$ cat src/hw/rtl/slt_pkg.sv
// Shared types and constants for the sequential list table.
// Entry layout, operation codes, ring control struct and stream widths.
// No dependencies.
package slt_pkg;

    localparam int CAPACITY = 128;
    localparam int POS_W    = 8;
    localparam int KEY_W    = 32;
    localparam int DATA_W   = 32;
    localparam int OP_W     = 3;

    localparam int S_TDATA_W = 72;
    localparam int M_TDATA_W = 88;

    localparam logic [OP_W-1:0] OP_CLEAR    = 3'd0;
    localparam logic [OP_W-1:0] OP_INS_AT   = 3'd1;
    localparam logic [OP_W-1:0] OP_INS_SORT = 3'd2;
    localparam logic [OP_W-1:0] OP_LIN_FIND = 3'd3;
    localparam logic [OP_W-1:0] OP_BIN_FIND = 3'd4;
    localparam logic [OP_W-1:0] OP_REM_AT   = 3'd5;
    localparam logic [OP_W-1:0] OP_REM_KEY  = 3'd6;

    typedef struct packed {
        logic signed [KEY_W-1:0] key;
        logic [DATA_W-1:0]       payload;
    } entry_t;

    typedef struct packed {
        logic fwd;
        logic bwd;
    } ring_ctl_t;

endpackage

$ cat src/hw/rtl/slt_cell.sv
// One storage cell of the entry ring.
// Loads from its forward or backward neighbor; uses slt_pkg.
module slt_cell
(
    input  logic               clk,
    input  slt_pkg::ring_ctl_t ctl,
    input  slt_pkg::entry_t    next_in,
    input  slt_pkg::entry_t    prev_in,
    output slt_pkg::entry_t    entry
);

    slt_pkg::entry_t entry_reg;

    always_ff @(posedge clk)
    begin
        if (ctl.fwd)
        begin
            entry_reg <= next_in;
        end
        else if (ctl.bwd)
        begin
            entry_reg <= prev_in;
        end
    end

    assign entry = entry_reg;

endmodule

$ cat config.mk
export PLATFORM = sky130hd
export DESIGN_NAME = slt_cell
export DESIGN_NICKNAME = d
export VERILOG_FILES = /design/src/hw/rtl/slt_pkg.sv /design/src/hw/rtl/slt_cell.sv
export SDC_FILE = /design/constraint.sdc
export NUM_CORES = 1
export LEC_CHECK = 0
export BUFFER_PORTS_ARGS = -buffer_cell sky130_fd_sc_hd__buf_2
export CORE_MARGIN = 2
export CORE_UTILIZATION = 43
export CTS_BUF_LIST = sky130_fd_sc_hd__clkbuf_2 sky130_fd_sc_hd__clkbuf_4 sky130_fd_sc_hd__clkbuf_8
export DETAILED_ROUTE_END_ITERATION = 16
export MAX_ROUTING_LAYER = met4
export PLACE_DENSITY_LB_ADDON = 0.25
export SETUP_SLACK_MARGIN = 0.2
export SLEW_MARGIN = 20
export SYNTH_ARGS = -nofsm -noshare
export SYNTH_HDL_FRONTEND = slang
export SYNTH_SLANG_ARGS = --single-unit
$ cat constraint.sdc
create_clock -name clk -period 4.4 [get_ports clk]
set_input_delay 1.32 -clock clk [delete_from_list [all_inputs] [get_ports clk]]
set_output_delay 1.32 -clock clk [all_outputs]
set_load 0.005 [all_outputs]
==> impl_results.md <==
- Worst path top cell family by delay: buffers and inverters
- Cell Count, Final, Fillers Out: 415
- Area growth from synthesis to layout: 40.2%
- Post-CTS Resized: 0
- RSZ-0062 raised after global routing: false
- Max cap viols: 0
- Slowest-stage cell, CP: or2_2
- Starting Density: 0.450
- Dpl cells: 402
- Tightest Pin Transition: 0.679 ns
- Synth area leader: edfxtp_1
- Endpoints failing hold: 0
- Synth warn: 0
- Post-Syn Area: 0.00291 mm^2
- Post-synth EDFFs: 64
- H-tree levels: 3
- Worst Setup Start Kind: input port
- Vias after detailed routing: 1937
- Setup bufs post-CTS: 0
- DP Worst Slack: 1.27 ns
- Fmax: 365 MHz
- Sw Ratio: 0.217
- Grt peak-use layer: met2
- CP max FO: 37
- WP data required: 4.41 ns
- Clk pin slew, worst setup/hold paths: 0.07 ns
- Core box area: 0.00646 mm^2
- Syn avg cell area: 21.4 um^2
- Met3 Use GR: 0.0610
- Critical path endpoint category: flop
- NetSw: 303 uW
- Largest cells by area after synthesis: edfxtp_1, mux2_4, mux2_2
- Worst vdd ir: 0.000193 V
- Clock network fraction of design power: 0.282
- DR iter-0 viols: 45
- Top post-synthesis cells by count: edfxtp_1, mux2_4, mux2_2
- Synth Instances: 136
- FF/Latch Area: 0.00192 mm^2
- Synth Register Bits: 64
- Largest net degree at the start of global routing: 38
- Hold_buf cts: 0
- Clock buffer depth: 2
- Antenna Nets Post-Route: 0
- Routed vias/inst: 4.67
- Worst slew margin: 0.548
- Final number of setup-violating endpoints: 0
- CTS Sinks: 64
- M1 GR Usage: 0.180
- Total track usage: 0.179
- # IOs: 195
- Internal power: 1.09 mW
- CP peak stage delay: 0.66 ns
- Fraction of layout cells with a size suffix above 1: 0.805
- Final Critical Period: 2.74 ns
- Multi-input logic area: 911 um^2
- Number of flip-flops in the largest register: 64
- Lkg Pwr: 1.97 nW
- CTS tree: done
- Die ar.: 0.00743 mm^2
- Power Density: 342 mW/mm^2
- Initial antenna violation count: 0
- Fill cells: 521
- Synthesized netlist net count: 267
- Total grt overflow: 0
- Crit path DAT: 2.75 ns
- Main synth FF type: edfxtp_1
- Synth async-reset ratio: 0
- Die Width: 86.2 um
- Share of the synthesized area in the top cell type: 0.661
- Met2 Track Usage GR: 0.302
- Setup TNS: 0 ns
- Root Driver: clkbuf_8
- DRT Wirelength: 6520 um
- Final period util: 0.622
- IO buf count: 194
- HP Class: input port to flop
- Gp weighted congestion: 0.769
- Core Rows: 29
- Status: completed
- Count of cell types in the netlist: 6
- Sequential fraction of the synthesis area: 0.661
- Max-slew violations: 0
- First-pass GRT wire length: 9510 um
- Pre-Repair DR Iteration Count: 4
- Layout Utilization: 0.631
- Count leader, synth: edfxtp_1
- Post-detail-place hpwl: 5110 um
- Vias in the first global route: 2057
- DRC viols: 0
- # diodes: 0
- Chip Height: 86.2 um
- Power share of the sequential group: 0.549
- Routed len/inst: 15.7 um
- Combinational share of power: 0.169
- Buf+Inv Stages, Crit Path: 2
- Slack of the critical path: 1.66 ns
- CTS buffer count: 9
- Crit path cell chain: buf_4 > or2_2 > buf_12
- Total power: 1.39 mW
- Fin nets: 467
- Critical path class: input port to flop
==> cell type report <==
class                           instances  share of cell area
Timing Repair Buffer                  196               0.246
Tap cell                               77              0.0236
Clock buffer                           10              0.0322
Sequential cell                        64               0.472
Clock inverter                          3             0.00307
Multi-Input combinational cell         65               0.224
==> logic make-up after synthesis <==
family / Yosys count / synth area share
AND/OR/NAND/NOR: 1 / 0.00215
flip-flops: 64 / 0.661
multiplexers: 64 / 0.311
buffers and inverters: 7 / 0.0250
==> metal layers <==
metal / routed length, um / part of all wire / vias to the layer above
met4: 184 / 0.028 / 0
met2: 3380 / 0.52 / 114
li1: - / - / 929
met3: 637 / 0.098 / 16
met1: 2310 / 0.35 / 878
met5: 0 / 0 / -
==> through the flow <==
step           hold WS (ns)  cell area [um^2]
3_3_place_gp           1.62              3930
3_5_place_dp           1.62              3930
2_1_floorplan          1.54              2910
4_1_cts                1.27              4070
5_1_grt                1.28              4070
6_report               1.29              4070
==> final timing paths <==
path | start | to | slack, ns | depth (start not counted)
worst max-delay path | ctl[1] | entry[27] | 1.66 | 3
worst min-delay path | next_in[35] | entry[35] | 1.29 | 2
==> placed cells by master (no fill, tap or decap), drive strengths merged <==
master / netlist / final
or2: 1 / 1
buf: 7 / 196
clkinv: 0 / 3
mux2: 64 / 64
clkbuf: 0 / 10
edfxtp: 64 / 64
==> power by group through the flow <==
stage,Sequential (mW),Combinational (mW),Clock (mW)
finish,0.765,0.236,0.393
global route,0.771,0.257,0.432
CTS,0.766,0.241,0.406
detailed placement,0.778,0.241,0
global placement,0.776,0.236,0
floorplan,0.790,0.0950,0
No activity file was read; power rests on OpenSTA's default activity.
