===== src/hw/rtl/slt_pkg.sv =====
// Shared types and constants for the sequential list table.
// Entry layout, operation codes, ring control struct and stream widths.
// No dependencies.
package slt_pkg;

    localparam int CAPACITY = 128;
    localparam int POS_W    = 8;
    localparam int KEY_W    = 32;
    localparam int DATA_W   = 32;
    localparam int OP_W     = 3;

    localparam int S_TDATA_W = 72;
    localparam int M_TDATA_W = 88;

    localparam logic [OP_W-1:0] OP_CLEAR    = 3'd0;
    localparam logic [OP_W-1:0] OP_INS_AT   = 3'd1;
    localparam logic [OP_W-1:0] OP_INS_SORT = 3'd2;
    localparam logic [OP_W-1:0] OP_LIN_FIND = 3'd3;
    localparam logic [OP_W-1:0] OP_BIN_FIND = 3'd4;
    localparam logic [OP_W-1:0] OP_REM_AT   = 3'd5;
    localparam logic [OP_W-1:0] OP_REM_KEY  = 3'd6;

    typedef struct packed {
        logic signed [KEY_W-1:0] key;
        logic [DATA_W-1:0]       payload;
    } entry_t;

    typedef struct packed {
        logic fwd;
        logic bwd;
    } ring_ctl_t;

endpackage


===== src/hw/rtl/slt_ctrl.sv =====
// Sequencer at the head of the entry ring: streams entries through for
// insert, find and remove, steers the ring for binary search; uses slt_pkg.
module slt_ctrl
#(
    parameter int CAPACITY = slt_pkg::CAPACITY
)
(
    input  logic                            clk,
    input  logic                            rst_n,
    input  logic                            s_axis_tvalid,
    output logic                            s_axis_tready,
    input  logic [slt_pkg::S_TDATA_W-1:0]   s_axis_tdata,
    input  logic [slt_pkg::OP_W-1:0]        s_axis_tuser,
    output logic                            m_axis_tvalid,
    input  logic                            m_axis_tready,
    output logic [slt_pkg::M_TDATA_W-1:0]   m_axis_tdata,
    output logic                            m_axis_tuser,
    input  slt_pkg::entry_t                 head,
    input  slt_pkg::entry_t                 second,
    output slt_pkg::entry_t                 emit,
    output slt_pkg::ring_ctl_t              ring_ctl
);

    localparam logic [2:0] S_IDLE   = 3'd0;
    localparam logic [2:0] S_STREAM = 3'd1;
    localparam logic [2:0] S_BS     = 3'd2;
    localparam logic [2:0] S_ALIGN  = 3'd3;
    localparam logic [2:0] S_FINISH = 3'd4;

    localparam logic [7:0] CAP_W = 8'(CAPACITY);

    logic [2:0]                 state_reg, state_next;
    logic [slt_pkg::OP_W-1:0]   op_reg, op_next;
    logic [7:0]                 pos_reg, pos_next;
    logic signed [31:0]         key_reg, key_next;
    logic [31:0]                pay_reg, pay_next;
    logic [7:0]                 count_reg, count_next;
    logic [7:0]                 hp_reg, hp_next;
    logic [7:0]                 cur_reg, cur_next;
    logic [8:0]                 lo_reg, lo_next;
    logic [8:0]                 hi_reg, hi_next;
    logic                       done_reg, done_next;
    slt_pkg::entry_t            carry_reg, carry_next;
    logic                       ok_reg, ok_next;
    logic [7:0]                 fp_reg, fp_next;
    logic [31:0]                fk_reg, fk_next;
    logic [31:0]                fv_reg, fv_next;
    logic                       m_valid_reg, m_valid_next;
    logic [slt_pkg::M_TDATA_W-1:0] m_data_reg, m_data_next;
    logic                       m_user_reg, m_user_next;

    logic [9:0]                 mid_sum;
    logic [8:0]                 mid;
    logic                       do_ins;
    logic [slt_pkg::OP_W-1:0]   in_op;
    logic [7:0]                 in_pos;

    assign in_op  = s_axis_tuser;
    assign in_pos = s_axis_tdata[7:0];

    assign mid_sum = {1'b0, lo_reg} + {1'b0, hi_reg};
    assign mid     = mid_sum[9:1];

    always_comb
    begin
        if (op_reg == slt_pkg::OP_INS_AT)
        begin
            do_ins = (cur_reg == pos_reg);
        end
        else
        begin
            do_ins = (cur_reg == count_reg + 8'd1)
                  || ((cur_reg <= count_reg) && (key_reg < head.key));
        end
    end

    always_comb
    begin
        state_next   = state_reg;
        op_next      = op_reg;
        pos_next     = pos_reg;
        key_next     = key_reg;
        pay_next     = pay_reg;
        count_next   = count_reg;
        hp_next      = hp_reg;
        cur_next     = cur_reg;
        lo_next      = lo_reg;
        hi_next      = hi_reg;
        done_next    = done_reg;
        carry_next   = carry_reg;
        ok_next      = ok_reg;
        fp_next      = fp_reg;
        fk_next      = fk_reg;
        fv_next      = fv_reg;
        m_valid_next = m_valid_reg && !m_axis_tready;
        m_data_next  = m_data_reg;
        m_user_next  = m_user_reg;
        emit         = head;
        ring_ctl     = '0;

        case (state_reg)
            S_IDLE:
            begin
                if (s_axis_tvalid)
                begin
                    op_next   = in_op;
                    pos_next  = in_pos;
                    key_next  = s_axis_tdata[39:8];
                    pay_next  = s_axis_tdata[71:40];
                    ok_next   = 1'b0;
                    fp_next   = '0;
                    fk_next   = '0;
                    fv_next   = '0;
                    cur_next  = 8'd1;
                    done_next = 1'b0;
                    lo_next   = 9'd1;
                    hi_next   = {1'b0, count_reg};
                    state_next = S_FINISH;
                    case (in_op)
                        slt_pkg::OP_CLEAR:
                        begin
                            count_next = '0;
                            ok_next    = 1'b1;
                        end
                        slt_pkg::OP_INS_AT:
                        begin
                            if (count_reg < CAP_W && in_pos != 8'd0
                                && {1'b0, in_pos} <= {1'b0, count_reg} + 9'd1)
                            begin
                                state_next = S_STREAM;
                            end
                        end
                        slt_pkg::OP_INS_SORT:
                        begin
                            if (count_reg < CAP_W)
                            begin
                                state_next = S_STREAM;
                            end
                        end
                        slt_pkg::OP_LIN_FIND:
                        begin
                            state_next = S_STREAM;
                        end
                        slt_pkg::OP_BIN_FIND, slt_pkg::OP_REM_KEY:
                        begin
                            state_next = S_BS;
                        end
                        slt_pkg::OP_REM_AT:
                        begin
                            if (in_pos != 8'd0 && in_pos <= count_reg)
                            begin
                                state_next = S_STREAM;
                            end
                        end
                        default:
                        begin
                            state_next = S_FINISH;
                        end
                    endcase
                end
            end

            S_STREAM:
            begin
                ring_ctl.fwd = 1'b1;
                case (op_reg)
                    slt_pkg::OP_INS_AT, slt_pkg::OP_INS_SORT:
                    begin
                        if (done_reg)
                        begin
                            emit       = carry_reg;
                            carry_next = head;
                        end
                        else if (do_ins)
                        begin
                            emit.key     = key_reg;
                            emit.payload = pay_reg;
                            carry_next   = head;
                            done_next    = 1'b1;
                            ok_next      = 1'b1;
                            fp_next      = cur_reg;
                            fk_next      = key_reg;
                            fv_next      = pay_reg;
                        end
                    end
                    slt_pkg::OP_LIN_FIND:
                    begin
                        if (!done_reg && cur_reg <= count_reg && head.key == key_reg)
                        begin
                            done_next = 1'b1;
                            ok_next   = 1'b1;
                            fp_next   = cur_reg;
                            fk_next   = head.key;
                            fv_next   = head.payload;
                        end
                    end
                    default:
                    begin
                        // removal: close the gap by taking the next entry
                        if (cur_reg >= pos_reg)
                        begin
                            emit = second;
                        end
                        if (cur_reg == pos_reg)
                        begin
                            ok_next = 1'b1;
                            fp_next = cur_reg;
                            fk_next = head.key;
                            fv_next = head.payload;
                        end
                    end
                endcase
                if (cur_reg == CAP_W)
                begin
                    state_next = S_FINISH;
                    if (ok_next)
                    begin
                        if (op_reg == slt_pkg::OP_INS_AT || op_reg == slt_pkg::OP_INS_SORT)
                        begin
                            count_next = count_reg + 8'd1;
                        end
                        else if (op_reg == slt_pkg::OP_REM_AT
                                 || op_reg == slt_pkg::OP_REM_KEY)
                        begin
                            count_next = count_reg - 8'd1;
                        end
                    end
                end
                else
                begin
                    cur_next = cur_reg + 8'd1;
                end
            end

            S_BS:
            begin
                if (lo_reg > hi_reg || hi_reg == 9'd0)
                begin
                    state_next = S_ALIGN;
                end
                else if ({1'b0, hp_reg} == mid)
                begin
                    if (head.key == key_reg)
                    begin
                        ok_next    = 1'b1;
                        fp_next    = mid[7:0];
                        fk_next    = head.key;
                        fv_next    = head.payload;
                        pos_next   = mid[7:0];
                        state_next = S_ALIGN;
                    end
                    else if (head.key < key_reg)
                    begin
                        lo_next = mid + 9'd1;
                    end
                    else
                    begin
                        hi_next = mid - 9'd1;
                    end
                end
                else if (mid > {1'b0, hp_reg})
                begin
                    ring_ctl.fwd = 1'b1;
                    hp_next      = hp_reg + 8'd1;
                end
                else
                begin
                    ring_ctl.bwd = 1'b1;
                    hp_next      = hp_reg - 8'd1;
                end
            end

            S_ALIGN:
            begin
                if (hp_reg != 8'd1)
                begin
                    ring_ctl.bwd = 1'b1;
                    hp_next      = hp_reg - 8'd1;
                end
                else if (op_reg == slt_pkg::OP_REM_KEY && ok_reg)
                begin
                    cur_next   = 8'd1;
                    state_next = S_STREAM;
                end
                else
                begin
                    state_next = S_FINISH;
                end
            end

            S_FINISH:
            begin
                if (!m_valid_reg || m_axis_tready)
                begin
                    m_valid_next = 1'b1;
                    m_user_next  = ok_reg;
                    m_data_next  = {6'd0, (count_reg == CAP_W), (count_reg == 8'd0),
                                    count_reg, fv_reg, fk_reg, fp_reg};
                    state_next   = S_IDLE;
                end
            end

            default:
            begin
                state_next = S_IDLE;
            end
        endcase
    end

    always_ff @(posedge clk or negedge rst_n)
    begin
        if (!rst_n)
        begin
            state_reg   <= S_IDLE;
            count_reg   <= '0;
            hp_reg      <= 8'd1;
            m_valid_reg <= 1'b0;
        end
        else
        begin
            state_reg   <= state_next;
            count_reg   <= count_next;
            hp_reg      <= hp_next;
            m_valid_reg <= m_valid_next;
        end
    end

    always_ff @(posedge clk)
    begin
        op_reg     <= op_next;
        pos_reg    <= pos_next;
        key_reg    <= key_next;
        pay_reg    <= pay_next;
        cur_reg    <= cur_next;
        lo_reg     <= lo_next;
        hi_reg     <= hi_next;
        done_reg   <= done_next;
        carry_reg  <= carry_next;
        ok_reg     <= ok_next;
        fp_reg     <= fp_next;
        fk_reg     <= fk_next;
        fv_reg     <= fv_next;
        m_data_reg <= m_data_next;
        m_user_reg <= m_user_next;
    end

    assign s_axis_tready = (state_reg == S_IDLE);
    assign m_axis_tvalid = m_valid_reg;
    assign m_axis_tdata  = m_data_reg;
    assign m_axis_tuser  = m_user_reg;

endmodule


===== config.mk =====
export PLATFORM = sky130hd
export DESIGN_NAME = slt_ctrl
export DESIGN_NICKNAME = d
export VERILOG_FILES = /design/src/hw/rtl/slt_pkg.sv /design/src/hw/rtl/slt_ctrl.sv
export SDC_FILE = /design/constraint.sdc
export NUM_CORES = 1
export LEC_CHECK = 0
export BUFFER_PORTS_ARGS = -buffer_cell sky130_fd_sc_hd__buf_2
export CORE_ASPECT_RATIO = 1.25
export CORE_MARGIN = 8
export CORE_UTILIZATION = 55
export DETAILED_ROUTE_END_ITERATION = 8
export PLACE_DENSITY = 0.82
export SLEW_MARGIN = 20
export SYNTH_ARGS = -nofsm -noshare
export SYNTH_HDL_FRONTEND = slang
export SYNTH_SLANG_ARGS = --single-unit

===== constraint.sdc =====
create_clock -name clk -period 12 [get_ports clk]
set_clock_uncertainty 0.05 [all_clocks]
set_input_delay 1.2 -clock clk [delete_from_list [all_inputs] [get_ports clk]]
set_output_delay 1.2 -clock clk [all_outputs]
set_load 0.05 [all_outputs]

==> summary.txt <==
Floorplanning
  – Die Wd: 173 um
  – Ports: 364
  – Die Y: 212 um
  – Row count: 72
  – Initial core utilization: 55.3%
  – Core Area: 0.0307 mm2
  – DIE AREA: 0.0368 mm2

GRT
  – Number of global-route vias before repair: 13400
  – Initial antenna violation count: 10
  – First-pass GRT wire length: 80100 um
  – GR Util All Layers: 28.2%
  – GR Overflow Total: 0
  – Pin count of the biggest net entering global routing: 68

Synth
  – Post-synth top area share: 57.0%
  – Post-synth ARST share: 5.85%
  – Synth area leader: edfxtp_1
  – EDFF count, synth: 322
  – Mapped cell area: 0.0170 mm2
  – Area contributors post-synth: edfxtp_1 57%, ha_1 7.4%, a22o_1 6.1%
  – Main synth FF type: edfxtp_1
  – Post-synth top cells: 322 x edfxtp_1, 118 x a22o_1, 100 x ha_1, 99 x inv_1, 70 x nand2_1
  – Cells after synthesis: 1337
  – Mapped Avg Cell Area: 12.7 um2
  – Top-count cell post-synth: edfxtp_1
  – Seq cells post-synth: 342
  – Yosys synthesis warning count: 0
  – Synth cell types: 70
  – Sequential area share after synthesis: 59.9%

Cells and area
  – Fillers: 2309
  – Area Overhead vs Synth: 18.7%
  – Core Util, Final: 65.6%
  – Largest register FFs: 82
  – Nets: 1985
  – Share of layout cells above drive strength 1: 26.0%

Min path
  – HP Class: reg2reg
  – Min-delay src: fk_reg[22]
  – Hold-critical path depth: 0

STA
  – Tmin final: 6.79 ns
  – Rel. slew slack: 22.0%
  – Fin crit share: 56.6%
  – Final Setup Violations: 0
  – Final Hold Fails: 0
  – Max Slew Vio Count: 0
  – Setup TNS: 0 ns
  – Fmax: 0.147 GHz
  – Worst slew pin tran: 1.17 ns
  – RSZ-0062 raised after global routing: false

Routing
  – Routed len/inst: 25.5 um
  – DR vias/cell: 6.29
  – Antenna Nets Post-Route: 0
  – DRC: 0
  – Drt total wl: 53900 um
  – Vias after detailed routing: 13300
  – DR iter-0 viols: 1603
  – Drt first pass iters: 9

Flow run
  – Max-cap violations: 0

Power and ir drop
  – Power, Total: 5.97 mW
  – PwrDens: 296 mW/mm2
  – Worst vdd ir: 0.219 mV
  – Leak Pwr: 8.20 nW

Worst setup path
  – Reg2Reg Depth: 16
  – CP startpoint: head[54]
  – Critical path class: in2out
  – Reg-to-Reg Start: hi_reg[0]
  – Worst Path Arrival: 5.54 ns
  – Worst path required time: 10.75 ns
  – CP startpoint kind: primary input
  – Crit-path max FO: 65
  – CP endpoint kind: output pin

Clocking
  – # H-tree levels: 2
  – TritonCTS clock tree: built
  – CTS Hold Buffers Added: 0
  – Clk sinks: 342
  – Worst-Skew Late Latency: 0.52 ns
  – Post-CTS Setup Repair Bufs: 0
  – Worst-path clk slew: 0.06 ns
  – Clock buffer depth: 3
  – Num CTS Buffers: 34
  – Post-CTS sizing: 0
  – Clock root cell: clkbuf_16

Placement
  – Port Buffers: 357
  – GP Congestion: 0.940
  – HPWL Detailed: 39100 um

Outcome
  – Status: finished, final reports clean
==> cells by family (layout without fill, tap and decap cells) <==
| family | Yosys count | count (layout) | synth area share [%] |
|---|---|---|---|
| buffers and inverters | 173 | 528 | 4.44 |
| other | 1 | 11 | 0.0221 |
| AO/OA/AOI/OAI | 390 | 390 | 17.4 |
| AND/OR/NAND/NOR | 282 | 282 | 8.19 |
| flip-flops | 342 | 342 | 59.9 |
| XOR/XNOR | 44 | 44 | 2.27 |
| adder cells (fa/ha/maj) | 101 | 101 | 7.49 |
| multiplexers | 4 | 4 | 0.243 |
==> metrics by stage <==
step | hold slack [ns] | cell area, um2 | setup WS, ns | instances
after floorplan | 0.350 | 17000 | 2.93 | 1342
after global placement | 0.350 | 19100 | 5.45 | 2048
after detailed placement | 0.355 | 19100 | 5.20 | 2048
after CTS | 0.355 | 20100 | 5.18 | 2104
after global routing | 0.369 | 20200 | 4.96 | 2107
final | 0.354 | 20200 | 5.21 | 2109
==> power by group <==
group / switching [mW] / leakage [nW] / internal, mW
Clock: 0.442 / 0.518 / 0.611
Combinational: 1.95 / 4.42 / 0.866
Sequential: 0.248 / 3.27 / 1.85
==> final timing paths <==
check / end / slack, ns
worst max register to register: fv_reg[31] / 6.42
worst min register to register: m_axis_tdata[30] / 0.35
worst max-delay path: emit[22] / 5.21
worst min-delay path: m_axis_tdata[30] / 0.35
min in group asynchronous: count_reg[7] / 0.62
max in group asynchronous: hp_reg[0] / 10.89
==> layout make-up <==
type / count / area, um2 / share of cell area (%)
Clock inverter: 16 / 185 / 0.919
Clock buffer: 40 / 883 / 4.38
Inverter: 101 / 379 / 1.88
Tap cell: 407 / 509 / 2.53
Sequential cell: 342 / 10200 / 50.5
Antenna cell: 5 / 12.5 / 0.0621
Timing Repair Buffer: 371 / 1890 / 9.38
Multi-Input combinational cell: 827 / 6130 / 30.4
==> worst max-delay path: stages <==
cell	delay, ns
buf_2	0.14
ha_1	0.33
nand3_1	0.14
nor4_1	0.58
o311ai_0	0.28
a31oi_1	0.36
a41o_2	0.32
o21a_4	0.86
nor2_4	0.29
buf_4	0.37
a221o_1	0.41
buf_2	0.22
==> layer usage <==
layer  track usage, %  vias up  wire length, um  part of all wire, %
li1                 -     5841                -                    -
met1             33.3     6399            19400                   36
met2             48.0      843            26700                   50
met3             6.63      176             4920                  9.1
met4             14.3       14             2720                  5.1
met5                0        -               84                 0.16
==> placed cells by master, fill, tap and decap left out, drive strengths merged, types with 5 or more instances in the layout <==
master    n
a211oi    7
a21o     14
a21oi    47
a221o    57
a22o    118
a22oi    11
a31oi     7
and2      5
and3     11
buf     371
clkbuf   40
clkinv   11
conb      6
dfrtp    19
diode     5
edfxtp  322
ha      100
inv     101
nand2    70
nand2b    6
nand3    38
nand4    24
nor2     67
nor2b    11
nor3     22
nor3b     5
o21a      9
o21ai    71
o31ai    11
or2       5
xnor2    31
xor2     13
No activity file was read; power rests on OpenSTA's default activity.
